$ cat src/rtl/pfs_pkg.sv
// Shared types and constants for the priority feedback scheduler.
package pfs_pkg;

    localparam logic [2:0] ST_FREE     = 3'd0;
    localparam logic [2:0] ST_DYING    = 3'd1;
    localparam logic [2:0] ST_RUNNABLE = 3'd2;
    localparam logic [2:0] ST_RUNNING  = 3'd3;
    localparam logic [2:0] ST_BLOCKED  = 3'd4;

    localparam logic [1:0] REG_MODE   = 2'd0;
    localparam logic [1:0] REG_PERIOD = 2'd1;
    localparam logic [1:0] REG_RUNS   = 2'd2;
    localparam logic [1:0] REG_LOWEST = 2'd3;

    localparam logic CMD_STATUS = 1'b0;
    localparam logic CMD_YIELD  = 1'b1;

    // One table entry: status, level, run count.
    typedef struct packed {
        logic [2:0] status;
        logic [2:0] level;
        logic [3:0] runs;
    } slot_entry_t;

endpackage

$ cat src/rtl/priority_feedback_scheduler.sv
// Priority feedback scheduler: slot table in one memory, scan-based pick.
//
// A status write to a slot in the table reads it, writes it back, then gives
// its result. A yield scans all slots with one table read per cycle, drains
// the read pipeline and, when a slot is picked, reads the current slot and
// writes it back if it was running, then reads and writes back the picked
// slot. A boost bumps an epoch counter and entries with an older epoch read
// as level 0, run count 0; every yield scan writes such entries back with
// the current epoch, so no entry is ever more than one epoch old. After
// reset a clearing pass writes every entry to free before the first item
// is accepted. One item is worked on at a time; its result moves into an
// output register, so the next item can be accepted while the result
// waits. A finished item waits for that register to free.
module priority_feedback_scheduler #(
    parameter int SLOTS = 64
) (
    input  logic        clk,
    input  logic        rst_n,
    input  logic        cfg_we,
    input  logic [1:0]  cfg_index,
    input  logic [15:0] cfg_data,
    input  logic        in_valid,
    output logic        in_ready,
    input  logic        cmd,
    input  logic [5:0]  slot,
    input  logic [2:0]  status,
    input  logic        fresh,
    output logic        out_valid,
    input  logic        out_ready,
    output logic        chosen,
    output logic [5:0]  chosen_slot,
    output logic [2:0]  chosen_level,
    output logic        boosted,
    output logic        idle
);

    localparam int AW = (SLOTS > 1) ? $clog2(SLOTS) : 1;
    localparam int CW = $clog2(SLOTS + 1);
    localparam int EW = 8;
    localparam logic [AW-1:0] LAST = AW'(SLOTS - 1);

    typedef struct packed {
        pfs_pkg::slot_entry_t e;
        logic [EW-1:0]        epoch;
    } mem_word_t;

    typedef enum logic [3:0] {
        S_CLEAR, S_IDLE, S_WRD, S_WWR, S_SCAN, S_CURRD, S_CURWR,
        S_PKRD, S_PKWR, S_DONE
    } state_t;

    mem_word_t mem [SLOTS];
    mem_word_t rd_q;
    logic [AW-1:0] rd_addr;
    logic          rd_en;
    logic          wr_en;
    logic [AW-1:0] wr_addr;
    mem_word_t     wr_data;

    always_ff @(posedge clk)
    begin
        if (wr_en)
        begin
            mem[wr_addr] <= wr_data;
        end
        if (rd_en)
        begin
            rd_q <= mem[rd_addr];
        end
    end

    state_t state_reg, state_next;
    logic        mode_reg;
    logic [15:0] period_reg;
    logic [3:0]  rpl_reg;
    logic [2:0]  lowest_reg;
    logic [15:0] ycnt_reg, ycnt_next;
    logic [AW-1:0] cur_reg, cur_next;
    logic        curv_reg, curv_next;
    logic [EW-1:0] epoch_reg, epoch_next;
    logic [CW-1:0] cnt_reg, cnt_next;
    logic [AW-1:0] idx_reg, idx_next;
    logic        rdv_reg, rdv_next;
    logic [AW-1:0] rdi_reg, rdi_next;
    logic        found_reg, found_next;
    logic [AW-1:0] pick_reg, pick_next;
    logic [3:0]  best_reg, best_next;
    logic        active_reg, active_next;
    logic        curun_reg, curun_next;
    logic        boost_reg, boost_next;
    logic [5:0]  slot_reg;
    logic [2:0]  status_reg;
    logic        fresh_reg;
    logic        ov_reg, ov_next;
    logic        och_reg, och_next;
    logic [5:0]  osl_reg, osl_next;
    logic [2:0]  olv_reg, olv_next;
    logic        obs_reg, obs_next;
    logic        oid_reg, oid_next;
    logic        out_ch_reg, out_ch_next;
    logic [5:0]  out_sl_reg, out_sl_next;
    logic [2:0]  out_lv_reg, out_lv_next;
    logic        out_bs_reg, out_bs_next;
    logic        out_id_reg, out_id_next;

    pfs_pkg::slot_entry_t rd_e;
    logic [15:0] period_eff;
    logic [15:0] ycnt_inc;
    logic        in_fire;

    always_comb
    begin
        rd_e = rd_q.e;
        if (rd_q.epoch != epoch_reg)
        begin
            rd_e.level = 3'd0;
            rd_e.runs  = 4'd0;
        end
    end

    assign period_eff = (period_reg == 16'd0) ? 16'd1 : period_reg;
    assign ycnt_inc   = ycnt_reg + 16'd1;
    assign in_ready   = (state_reg == S_IDLE);
    assign in_fire    = in_valid && in_ready;

    always_ff @(posedge clk or negedge rst_n)
    begin
        if (!rst_n)
        begin
            mode_reg   <= 1'b1;
            period_reg <= 16'd24;
            rpl_reg    <= 4'd3;
            lowest_reg <= 3'd6;
        end
        else if (cfg_we)
        begin
            case (cfg_index)
                pfs_pkg::REG_MODE:   mode_reg   <= cfg_data[0];
                pfs_pkg::REG_PERIOD: period_reg <= cfg_data;
                pfs_pkg::REG_RUNS:   rpl_reg    <= cfg_data[3:0];
                pfs_pkg::REG_LOWEST: lowest_reg <= cfg_data[2:0];
                default:             mode_reg   <= mode_reg;
            endcase
        end
    end

    always_ff @(posedge clk)
    begin
        if (in_fire)
        begin
            slot_reg   <= slot;
            status_reg <= status;
            fresh_reg  <= fresh;
        end
    end

    always_comb
    begin
        state_next  = state_reg;
        ycnt_next   = ycnt_reg;
        cur_next    = cur_reg;
        curv_next   = curv_reg;
        epoch_next  = epoch_reg;
        cnt_next    = cnt_reg;
        idx_next    = idx_reg;
        rdv_next    = 1'b0;
        rdi_next    = idx_reg;
        found_next  = found_reg;
        pick_next   = pick_reg;
        best_next   = best_reg;
        active_next = active_reg;
        curun_next  = curun_reg;
        boost_next  = boost_reg;
        ov_next     = ov_reg && !out_ready;
        och_next    = och_reg;
        osl_next    = osl_reg;
        olv_next    = olv_reg;
        obs_next    = obs_reg;
        oid_next    = oid_reg;
        out_ch_next = out_ch_reg;
        out_sl_next = out_sl_reg;
        out_lv_next = out_lv_reg;
        out_bs_next = out_bs_reg;
        out_id_next = out_id_reg;
        rd_en       = 1'b0;
        rd_addr     = idx_reg;
        wr_en       = 1'b0;
        wr_addr     = idx_reg;
        wr_data     = rd_q;
        case (state_reg)
            S_CLEAR:
            begin
                wr_en           = 1'b1;
                wr_data.e       = '0;
                wr_data.epoch   = epoch_reg;
                idx_next        = idx_reg + AW'(1);
                if (idx_reg == LAST)
                begin
                    idx_next   = '0;
                    state_next = S_IDLE;
                end
            end
            S_IDLE:
            begin
                if (in_fire)
                begin
                    if (cmd == pfs_pkg::CMD_STATUS)
                    begin
                        rd_en   = 1'b1;
                        rd_addr = AW'(slot);
                        state_next = (32'(slot) < SLOTS) ? S_WRD : S_DONE;
                        och_next = 1'b0;
                        osl_next = '0;
                        olv_next = '0;
                        obs_next = 1'b0;
                        oid_next = 1'b0;
                    end
                    else
                    begin
                        boost_next = 1'b0;
                        ycnt_next  = ycnt_inc;
                        if (ycnt_inc >= period_eff)
                        begin
                            ycnt_next = '0;
                            if (mode_reg)
                            begin
                                boost_next = 1'b1;
                                epoch_next = epoch_reg + EW'(1);
                            end
                        end
                        idx_next    = curv_reg ? ((cur_reg == LAST) ? '0 :
                                      cur_reg + AW'(1)) : '0;
                        cnt_next    = '0;
                        found_next  = 1'b0;
                        best_next   = 4'd8;
                        active_next = 1'b0;
                        state_next  = S_SCAN;
                    end
                end
            end
            S_WRD:
            begin
                state_next = S_WWR;
            end
            S_WWR:
            begin
                wr_en          = 1'b1;
                wr_addr        = AW'(slot_reg);
                wr_data.e      = rd_e;
                wr_data.e.status = status_reg;
                wr_data.epoch  = epoch_reg;
                if (fresh_reg)
                begin
                    wr_data.e.level = 3'd0;
                    wr_data.e.runs  = 4'd0;
                end
                state_next = S_DONE;
            end
            S_SCAN:
            begin
                // Issue one read a cycle, evaluate the previous one.
                if (32'(cnt_reg) < SLOTS)
                begin
                    rd_en    = 1'b1;
                    rd_addr  = idx_reg;
                    rdv_next = 1'b1;
                    rdi_next = idx_reg;
                    idx_next = (idx_reg == LAST) ? '0 : idx_reg + AW'(1);
                    cnt_next = cnt_reg + CW'(1);
                end
                if (rdv_reg)
                begin
                    // bring an entry from an older epoch up to date
                    if (rd_q.epoch != epoch_reg)
                    begin
                        wr_en         = 1'b1;
                        wr_addr       = rdi_reg;
                        wr_data.e     = rd_e;
                        wr_data.epoch = epoch_reg;
                    end
                    if (rd_e.status == pfs_pkg::ST_RUNNABLE ||
                        rd_e.status == pfs_pkg::ST_RUNNING ||
                        rd_e.status == pfs_pkg::ST_DYING)
                    begin
                        active_next = 1'b1;
                    end
                    if (rdi_reg == cur_reg)
                    begin
                        curun_next = (rd_e.status == pfs_pkg::ST_RUNNING);
                    end
                    if (rd_e.status == pfs_pkg::ST_RUNNABLE && !(found_reg &&
                        !mode_reg) && {1'b0, rd_e.level} < best_reg)
                    begin
                        found_next = 1'b1;
                        pick_next  = rdi_reg;
                        best_next  = mode_reg ? {1'b0, rd_e.level} : 4'd0;
                    end
                end
                if (!rdv_reg && 32'(cnt_reg) >= SLOTS)
                begin
                    curun_next = curun_reg && curv_reg;
                    if (!found_reg && curv_reg && curun_reg)
                    begin
                        found_next = 1'b1;
                        pick_next  = cur_reg;
                    end
                    state_next = S_CURRD;
                end
            end
            S_CURRD:
            begin
                if (!found_reg)
                begin
                    curv_next = 1'b0;
                    och_next  = 1'b0;
                    osl_next  = '0;
                    olv_next  = '0;
                    obs_next  = boost_reg;
                    oid_next  = !active_reg;
                    state_next = S_DONE;
                end
                else
                begin
                    rd_en   = 1'b1;
                    rd_addr = cur_reg;
                    state_next = S_CURWR;
                end
            end
            S_CURWR:
            begin
                if (curun_reg && cur_reg != pick_reg)
                begin
                    wr_en   = 1'b1;
                    wr_addr = cur_reg;
                    wr_data.e = rd_e;
                    wr_data.e.status = pfs_pkg::ST_RUNNABLE;
                    wr_data.epoch = epoch_reg;
                end
                state_next = S_PKRD;
            end
            S_PKRD:
            begin
                rd_en   = 1'b1;
                rd_addr = pick_reg;
                state_next = S_PKWR;
            end
            S_PKWR:
            begin
                wr_en   = 1'b1;
                wr_addr = pick_reg;
                wr_data.e = rd_e;
                wr_data.epoch = epoch_reg;
                if (mode_reg)
                begin
                    if (rd_e.runs >= rpl_reg)
                    begin
                        wr_data.e.runs = 4'd0;
                        if (rd_e.level < lowest_reg)
                        begin
                            wr_data.e.level = rd_e.level + 3'd1;
                        end
                    end
                    else
                    begin
                        wr_data.e.runs = rd_e.runs + 4'd1;
                    end
                end
                wr_data.e.status = pfs_pkg::ST_RUNNING;
                cur_next  = pick_reg;
                curv_next = 1'b1;
                och_next  = 1'b1;
                osl_next  = 6'(pick_reg);
                olv_next  = wr_data.e.level;
                obs_next  = boost_reg;
                oid_next  = 1'b0;
                state_next = S_DONE;
            end
            S_DONE:
            begin
                // hold the finished item until the output register is free
                if (!ov_reg || out_ready)
                begin
                    ov_next     = 1'b1;
                    out_ch_next = och_reg;
                    out_sl_next = osl_reg;
                    out_lv_next = olv_reg;
                    out_bs_next = obs_reg;
                    out_id_next = oid_reg;
                    state_next  = S_IDLE;
                end
            end
            default:
            begin
                state_next = S_IDLE;
            end
        endcase
    end

    always_ff @(posedge clk or negedge rst_n)
    begin
        if (!rst_n)
        begin
            state_reg  <= S_CLEAR;
            ycnt_reg   <= '0;
            cur_reg    <= '0;
            curv_reg   <= 1'b0;
            epoch_reg  <= '0;
            cnt_reg    <= '0;
            idx_reg    <= '0;
            rdv_reg    <= 1'b0;
            rdi_reg    <= '0;
            found_reg  <= 1'b0;
            pick_reg   <= '0;
            best_reg   <= 4'd8;
            active_reg <= 1'b0;
            curun_reg  <= 1'b0;
            boost_reg  <= 1'b0;
            ov_reg     <= 1'b0;
            och_reg    <= 1'b0;
            osl_reg    <= '0;
            olv_reg    <= '0;
            obs_reg    <= 1'b0;
            oid_reg    <= 1'b0;
            out_ch_reg <= 1'b0;
            out_sl_reg <= '0;
            out_lv_reg <= '0;
            out_bs_reg <= 1'b0;
            out_id_reg <= 1'b0;
        end
        else
        begin
            state_reg  <= state_next;
            ycnt_reg   <= ycnt_next;
            cur_reg    <= cur_next;
            curv_reg   <= curv_next;
            epoch_reg  <= epoch_next;
            cnt_reg    <= cnt_next;
            idx_reg    <= idx_next;
            rdv_reg    <= rdv_next;
            rdi_reg    <= rdi_next;
            found_reg  <= found_next;
            pick_reg   <= pick_next;
            best_reg   <= best_next;
            active_reg <= active_next;
            curun_reg  <= curun_next;
            boost_reg  <= boost_next;
            ov_reg     <= ov_next;
            och_reg    <= och_next;
            osl_reg    <= osl_next;
            olv_reg    <= olv_next;
            obs_reg    <= obs_next;
            oid_reg    <= oid_next;
            out_ch_reg <= out_ch_next;
            out_sl_reg <= out_sl_next;
            out_lv_reg <= out_lv_next;
            out_bs_reg <= out_bs_next;
            out_id_reg <= out_id_next;
        end
    end

    assign out_valid    = ov_reg;
    assign chosen       = out_ch_reg;
    assign chosen_slot  = out_sl_reg;
    assign chosen_level = out_lv_reg;
    assign boosted      = out_bs_reg;
    assign idle         = out_id_reg;

    a_chosen_not_idle: assert property (@(posedge clk) disable iff (!rst_n)
        out_valid |-> !(chosen && idle))
        else $error("chosen and idle both set");
    a_hold_result: assert property (@(posedge clk) disable iff (!rst_n)
        (out_valid && !out_ready) |=> (out_valid &&
        $stable({chosen, chosen_slot, chosen_level, boosted, idle})))
        else $error("waiting result changed");
    a_no_accept_busy: assert property (@(posedge clk) disable iff (!rst_n)
        (state_reg != S_IDLE) |-> !in_ready)
        else $error("item accepted while busy");
    a_pick_current: assert property (@(posedge clk) disable iff (!rst_n)
        (state_reg == S_PKWR) |=> (curv_reg && cur_reg == $past(pick_reg)))
        else $error("current slot not updated");

endmodule

$ cat config.mk
export PLATFORM = sky130hd
export DESIGN_NAME = priority_feedback_scheduler
export DESIGN_NICKNAME = d
export VERILOG_FILES = /design/src/rtl/pfs_pkg.sv /design/src/rtl/priority_feedback_scheduler.sv
export SDC_FILE = /design/constraint.sdc
export NUM_CORES = 2
export LEC_CHECK = 0
export BUFFER_PORTS_ARGS = -buffer_cell sky130_fd_sc_hd__buf_2
export CORE_MARGIN = 2
export CORE_UTILIZATION = 38
export DETAILED_ROUTE_END_ITERATION = 8
export GPL_TIMING_DRIVEN = 0
export PLACE_DENSITY_LB_ADDON = 0.08
export SLEW_MARGIN = 0
export SYNTH_ARGS = -nofsm -noshare
export SYNTH_HDL_FRONTEND = slang
export SYNTH_SLANG_ARGS = --single-unit
$ cat constraint.sdc
create_clock -name clk -period 7.5 [get_ports clk]
set_input_delay 0.75 -clock clk [delete_from_list [all_inputs] [get_ports clk]]
set_output_delay 0.75 -clock clk [all_outputs]
set_load 0.01 [all_outputs]
Word level (Yosys, flattened, before mapping)

Memory sizes are Yosys's and may differ from the RTL's. A register that Yosys moved wholly into a read port is not among the register bits.
Index checks and enable logic that the tools add are counted.

Add/sub/neg operators: 7
$lt $le $gt $ge: 6
Eq/ne operators: 31
Multiplexer cells: 94
Reduce and logical (&&, ||, !) cells: 47

Operators by type and width:

| kind                                                 | number |
|---|---|
| two-way mux 6 bit                                    | 19 |
| one-hot mux 18 bit (5 select lines)                  | 1 |
| one-hot mux 6 bit (3 select lines)                   | 3 |
| two-way mux 7 bit                                    | 6 |
| two-way mux 4 bit                                    | 10 |
| one-hot mux 4 bit (9 select lines)                   | 1 |
| two-way mux 16 bit                                   | 2 |
| two-way mux 1 bit                                    | 30 |
| two-way mux 15 bit                                   | 2 |
| one-hot mux 6 bit (4 select lines)                   | 1 |
| two-way mux 3 bit                                    | 7 |
| two-way mux 18 bit                                   | 1 |
| != test 2 bit (second input constant)                | 9 |
| adder 16 x 1 -> 16 bit (second input constant)       | 1 |
| equality test 4 x 3 -> 1 bit (second input constant) | 4 |
| greater-or-equal comparator 16 bit                   | 1 |
| zero test 16 bit                                     | 1 |
| AND reduction 4 bit                                  | 4 |
| AND reduction 5 bit                                  | 3 |
| one-hot mux 7 bit (2 select lines)                   | 1 |
| adder 6 x 1 -> 6 bit (second input constant)         | 2 |
| equality test 6 bit (second input constant)          | 2 |
| one-hot mux 1 bit (3 select lines)                   | 4 |
| AND reduction 2 bit                                  | 6 |
| other kinds (34)                                     | 64 |

Register bits after elaboration: 128
Bits in writable memories: 1,152
Bits of input ports: 34
Output and inout port bits: 14
Word-level logic and storage cells: 219
Memories: 1

Memories:

| memory | words | bits a word | read ports | clocked after Yosys merged registers in | wr ports | RTL line                          | source |
|---|---|---|---|---|---|---|---|
| mem    | 64    | 18          | 1          | 1                                       | 1        | priority_feedback_scheduler.sv:52 | `mem_word_t mem [SLOTS];` |

Depth between registers and ports, before layout

Depth in word-level cells: 10
Depth in mapped cells: 15
Gate-level depth less buffers: 15

Least setup slack after synthesis

OpenSTA, ideal clock, no wires.

Kind: reg-to-reg
Start point: register epoch_reg[3]
End point: memory mem[0][13] in the netlist's numbering, data pin
Setup time: 0.702 ns
Data arrival time: 5.228 ns
Required time: 6.798 ns
Slack: 1.571 ns
Stages on the path, launching flop included: 15
Path buffers: 2
Clock period less this slack: 5.929 ns
Cells stage by stage: dfrtp_1 > clkbuf_1 > xnor2_1 > nand4_1 > nor2_1 > clkbuf_1 > nand2_1 > ha_1 > nand2b_1 > a21o_1 > a21o_1 > a21oi_1 > a2111oi_2 > a21oi_1 > o21ai_0

RTL lines:

| element                | RTL line                           | source |
|---|---|---|
| from (decl)            | priority_feedback_scheduler.sv:80  | `logic [EW-1:0] epoch_reg, epoch_next;` |
| from (signal assigned) | priority_feedback_scheduler.sv:436 | `epoch_reg <= epoch_next;` |
| to (decl)              | priority_feedback_scheduler.sv:52  |  |

Worst setup path in the final report

Start point: register state_reg[2]
End point: register, netlist name rd_q[14]

Word-level cells in the longest chain between the ends: 4
Elaborated cells between the ends (all ways): 9
Classes of those cells: 4 x eq/ne; 4 x mux; 1 x reduce/logical

RTL lines:

| element                                                                                         | RTL line                                                               | source |
|---|---|---|
| from (decl)                                                                                     | priority_feedback_scheduler.sv:72                                      | `state_t state_reg, state_next;` |
| from (signal assigned)                                                                          | priority_feedback_scheduler.sv:432                                     | `state_reg <= state_next;` |
| equality test 4 x 1 -> 1 bit                                                                    | priority_feedback_scheduler.sv:123, priority_feedback_scheduler.sv:190 |  |
| logical AND 1 bit                                                                               | priority_feedback_scheduler.sv:124                                     | `assign in_fire = in_valid && in_ready;` |
| two-way mux 1 bit / two-way mux 6 bit (equally long branches)                                   | priority_feedback_scheduler.sv:205                                     | `if (in_fire)` |
| one-hot mux 1 bit (4 select lines) / one-hot mux 6 bit (3 select lines) (equally long branches) | priority_feedback_scheduler.sv:190                                     | `case (state_reg)` |

Parallel ways exist; a longest one is shown, timed or not.
A chain may end at the register's enable or synchronous reset.

==> results.json <==
{
  "post_cts_buffers": 0,
  "setup.worst_path.class": "register to register",
  "ant_nets": 0,
  "cap_violations": 1,
  "syn-cell-area_mm2": 0.0518,
  "drt-total-wl_um": 155000,
  "largest_register_ffs": 1152,
  "grt_start_max_net_pins": 73,
  "ys_warn_count": 0,
  "hold_violations": 0,
  "min_path_type": "input pin to register",
  "io_pins": 48,
  "yosys.cell_types.count": 70,
  "setup_tns_ns": 0,
  "drtIter0Drc": 2590,
  "synthFlopType": "edfxtp_1",
  "ctsResizeCount": 0,
  "cts_sinks": 1298,
  "p_per_area_mw_per_mm2": 437,
  "hold_ws_ns": 0.159,
  "cts-root-buf": "clkbuf_16",
  "cp-end-kind": "register",
  "antenna_found_initial": 4,
  "cts_tree": "done",
  "outcome": "complete, but fails checks",
  "rsz0062_at_grt": "no",
  "slew_viol_final": 2,
  "wl_per_cell_um": 29.1,
  "drive_gt1_share_pct": 15.9,
  "tightest_slew_ns": 1.51,
  "first_global_vias": 29500,
  "synth_edf_count": 1180,
  "rows": 135,
  "dieHeight_um": 373,
  "place_hpwl_um": 108000,
  "startpoint_type": "register",
  "initial_utilization_pct": 38.3,
  "fin_skew_ns": 0.0211,
  "max_freq_mhz": 154,
  "async_flop_share_pct": 9.09,
  "postSynthCellCount": 3126,
  "violations": "capacitance limit, slew limit",
  "core-area_mm2": 0.135,
  "period_share_pct": 86.4,
  "htreeDepth": 4,
  "cts.clk_slew.worst_paths_ns": 0.06,
  "vdd_drop_max_mv": 0.243,
  "place.gp.congestion": 0.933,
  "overflow": 0,
  "slew_headroom_pct": -1.73,
  "area_growth_pct": 17.2,
  "numCtsBuffers": 146,
  "layout.nets": 3472,
  "cp.arrival_ns": 6.86,
  "vias_per_cell": 5.54,
  "dpl_cell_area_mm2": 0.0561,
  "synth-seq-cells": 1298,
  "grt_pass1_wl_um": 218000,
  "firstDrtPassIters": 6,
  "period_needed_ns": 6.48,
  "clkLatencyLatePin_ns": 0.77,
  "final_cell_area_mm2": 0.0607,
  "p_total_mw": 26.6,
  "crit_required_ns": 7.88,
  "grt_use_total_pct": 22.0,
  "fp.dieW_um": 373,
  "cp_max_fo": 11,
  "postSynthAreaPerCell_um2": 16.6,
  "port_buffers": 47,
  "clk_path_buf_depth": 3,
  "ys_seq_area_share_pct": 74.1,
  "dr_total_vias": 29400,
  "finalSetupViolations": 0,
  "drc": 0,
  "p_leak_nw": 21.3,
  "die-area_mm2": 0.139,
  "synthesis.nets": 3190
}
what timing repair did:
item	CTS	global route
hold endpoints to repair	46	0
endpoints found under the setup margin	0	0
hold buffers	1	0
layout by cell type, fill, tap and decap left out, types with 9 or more instances in the layout:
cell type  instances
edfxtp_1        1180
mux2i_1          577
o22ai_1          298
clkbuf_16        150
buf_2            120
clkbuf_1         113
nand2_1          111
dfrtp_1          110
nor2_2            61
o41ai_1           60
inv_1             52
nor2_1            46
o21ai_0           45
buf_8             42
xnor2_1           38
mux2_2            37
nand3_1           35
nand4_1           31
ha_1              30
clkinv_1          30
a21oi_1           29
clkinv_2          25
buf_16            19
buf_4             15
nand2b_1          13
nor2b_1           13
o41ai_2           13
nor3_1            12
xor2_1            12
and3_1            11
a22o_1            10
and2_1             9
buf_12             9
synth_stat cells, drive strengths merged (14+ instances only):
library cell  instances  area share [%]
a21oi                29            0.28
a22o                 14            0.24
buf                  85            0.82
clkbuf               79            0.57
dfrtp               110             5.3
edfxtp             1180              68
ha                   30            0.72
inv                  54            0.39
mux2                 45            0.98
mux2i               577              11
nand2               112            0.82
nand3                35            0.34
nand4                31            0.37
nor2                107            0.78
nor2b                14            0.17
o21ai                48            0.46
o22ai               298             3.6
o41ai                73             1.2
xnor2                38            0.64
worst paths after layout:
check / cells past startpoint / start / end / slack (ns)
setup / recovery: 11 / state_reg[2] / rd_q[14] / 1.02
hold / removal: 1 / status[2] / status_reg[2] / 0.16
setup reg to reg: 11 / state_reg[2] / rd_q[14] / 1.02
hold reg to reg: 1 / active_reg / oid_reg / 0.47
max in group asynchronous: 3 / rst_n / period_reg[4] / 6.22
min in group asynchronous: 2 / rst_n / chosen_slot[0] / 0.49
metrics by stage:
step                      setup slack (ns)  instances  utilization [%]
after global routing                  1.22       5307             44.8
after CTS                             1.26       5307             44.8
after floorplan                       1.57       3126                -
after detailed placement              1.21       5040             41.4
after global placement               -3.88       4954             40.1
final                                 1.02       5310             44.8
cell families (layout without fill, tap and decap cells):
logic type	after synthesis	in the layout	synth area share [%]
other	0	3	0
AO/OA/AOI/OAI	534	534	6.98
buffers and inverters	218	618	1.78
AND/OR/NAND/NOR	373	373	3.43
adder cells (fa/ha/maj)	31	31	0.744
multiplexers	622	622	12.1
flip-flops	1298	1298	74.1
XOR/XNOR	50	50	0.845
worst max-delay path: stages, from the launching register on:
cell,delay [ns]
dfrtp_1,0.50
nor4bb_1,0.64
and2_1,0.22
clkbuf_1,0.36
a222oi_1,0.22
nand2_1,0.72
buf_2,0.63
buf_2,0.49
mux2i_1,0.25
o22ai_1,0.20
o41ai_1,1.32
nand4_1,0.47
cell type report:
cell class / instances / area (um^2)
inverter: 54 / 203
multi-input combinational: 1610 / 12900
buffer: 164 / 719
clock inverter: 78 / 609
antenna: 3 / 7.51
sequential: 1298 / 38400
tap: 1781 / 2230
fill: 11800 / 74800
timing repair buffer: 134 / 1720
clock buffer: 188 / 3940
power by group:
part           internal (mW)  total [mW]  switching, mW
logic                   2.89        9.71           6.82
clock network           3.92        6.81           2.89
registers               9.77        10.0          0.256
layer usage:
layer	track usage (%)	routed length (um)	up-vias
li1	-	-	13000
met1	30.0	67700	15200
met2	36.1	73900	977
met3	3.53	8680	222
met4	6.83	4380	0
met5	0	0	-
Power figures use the tool's default switching activity.
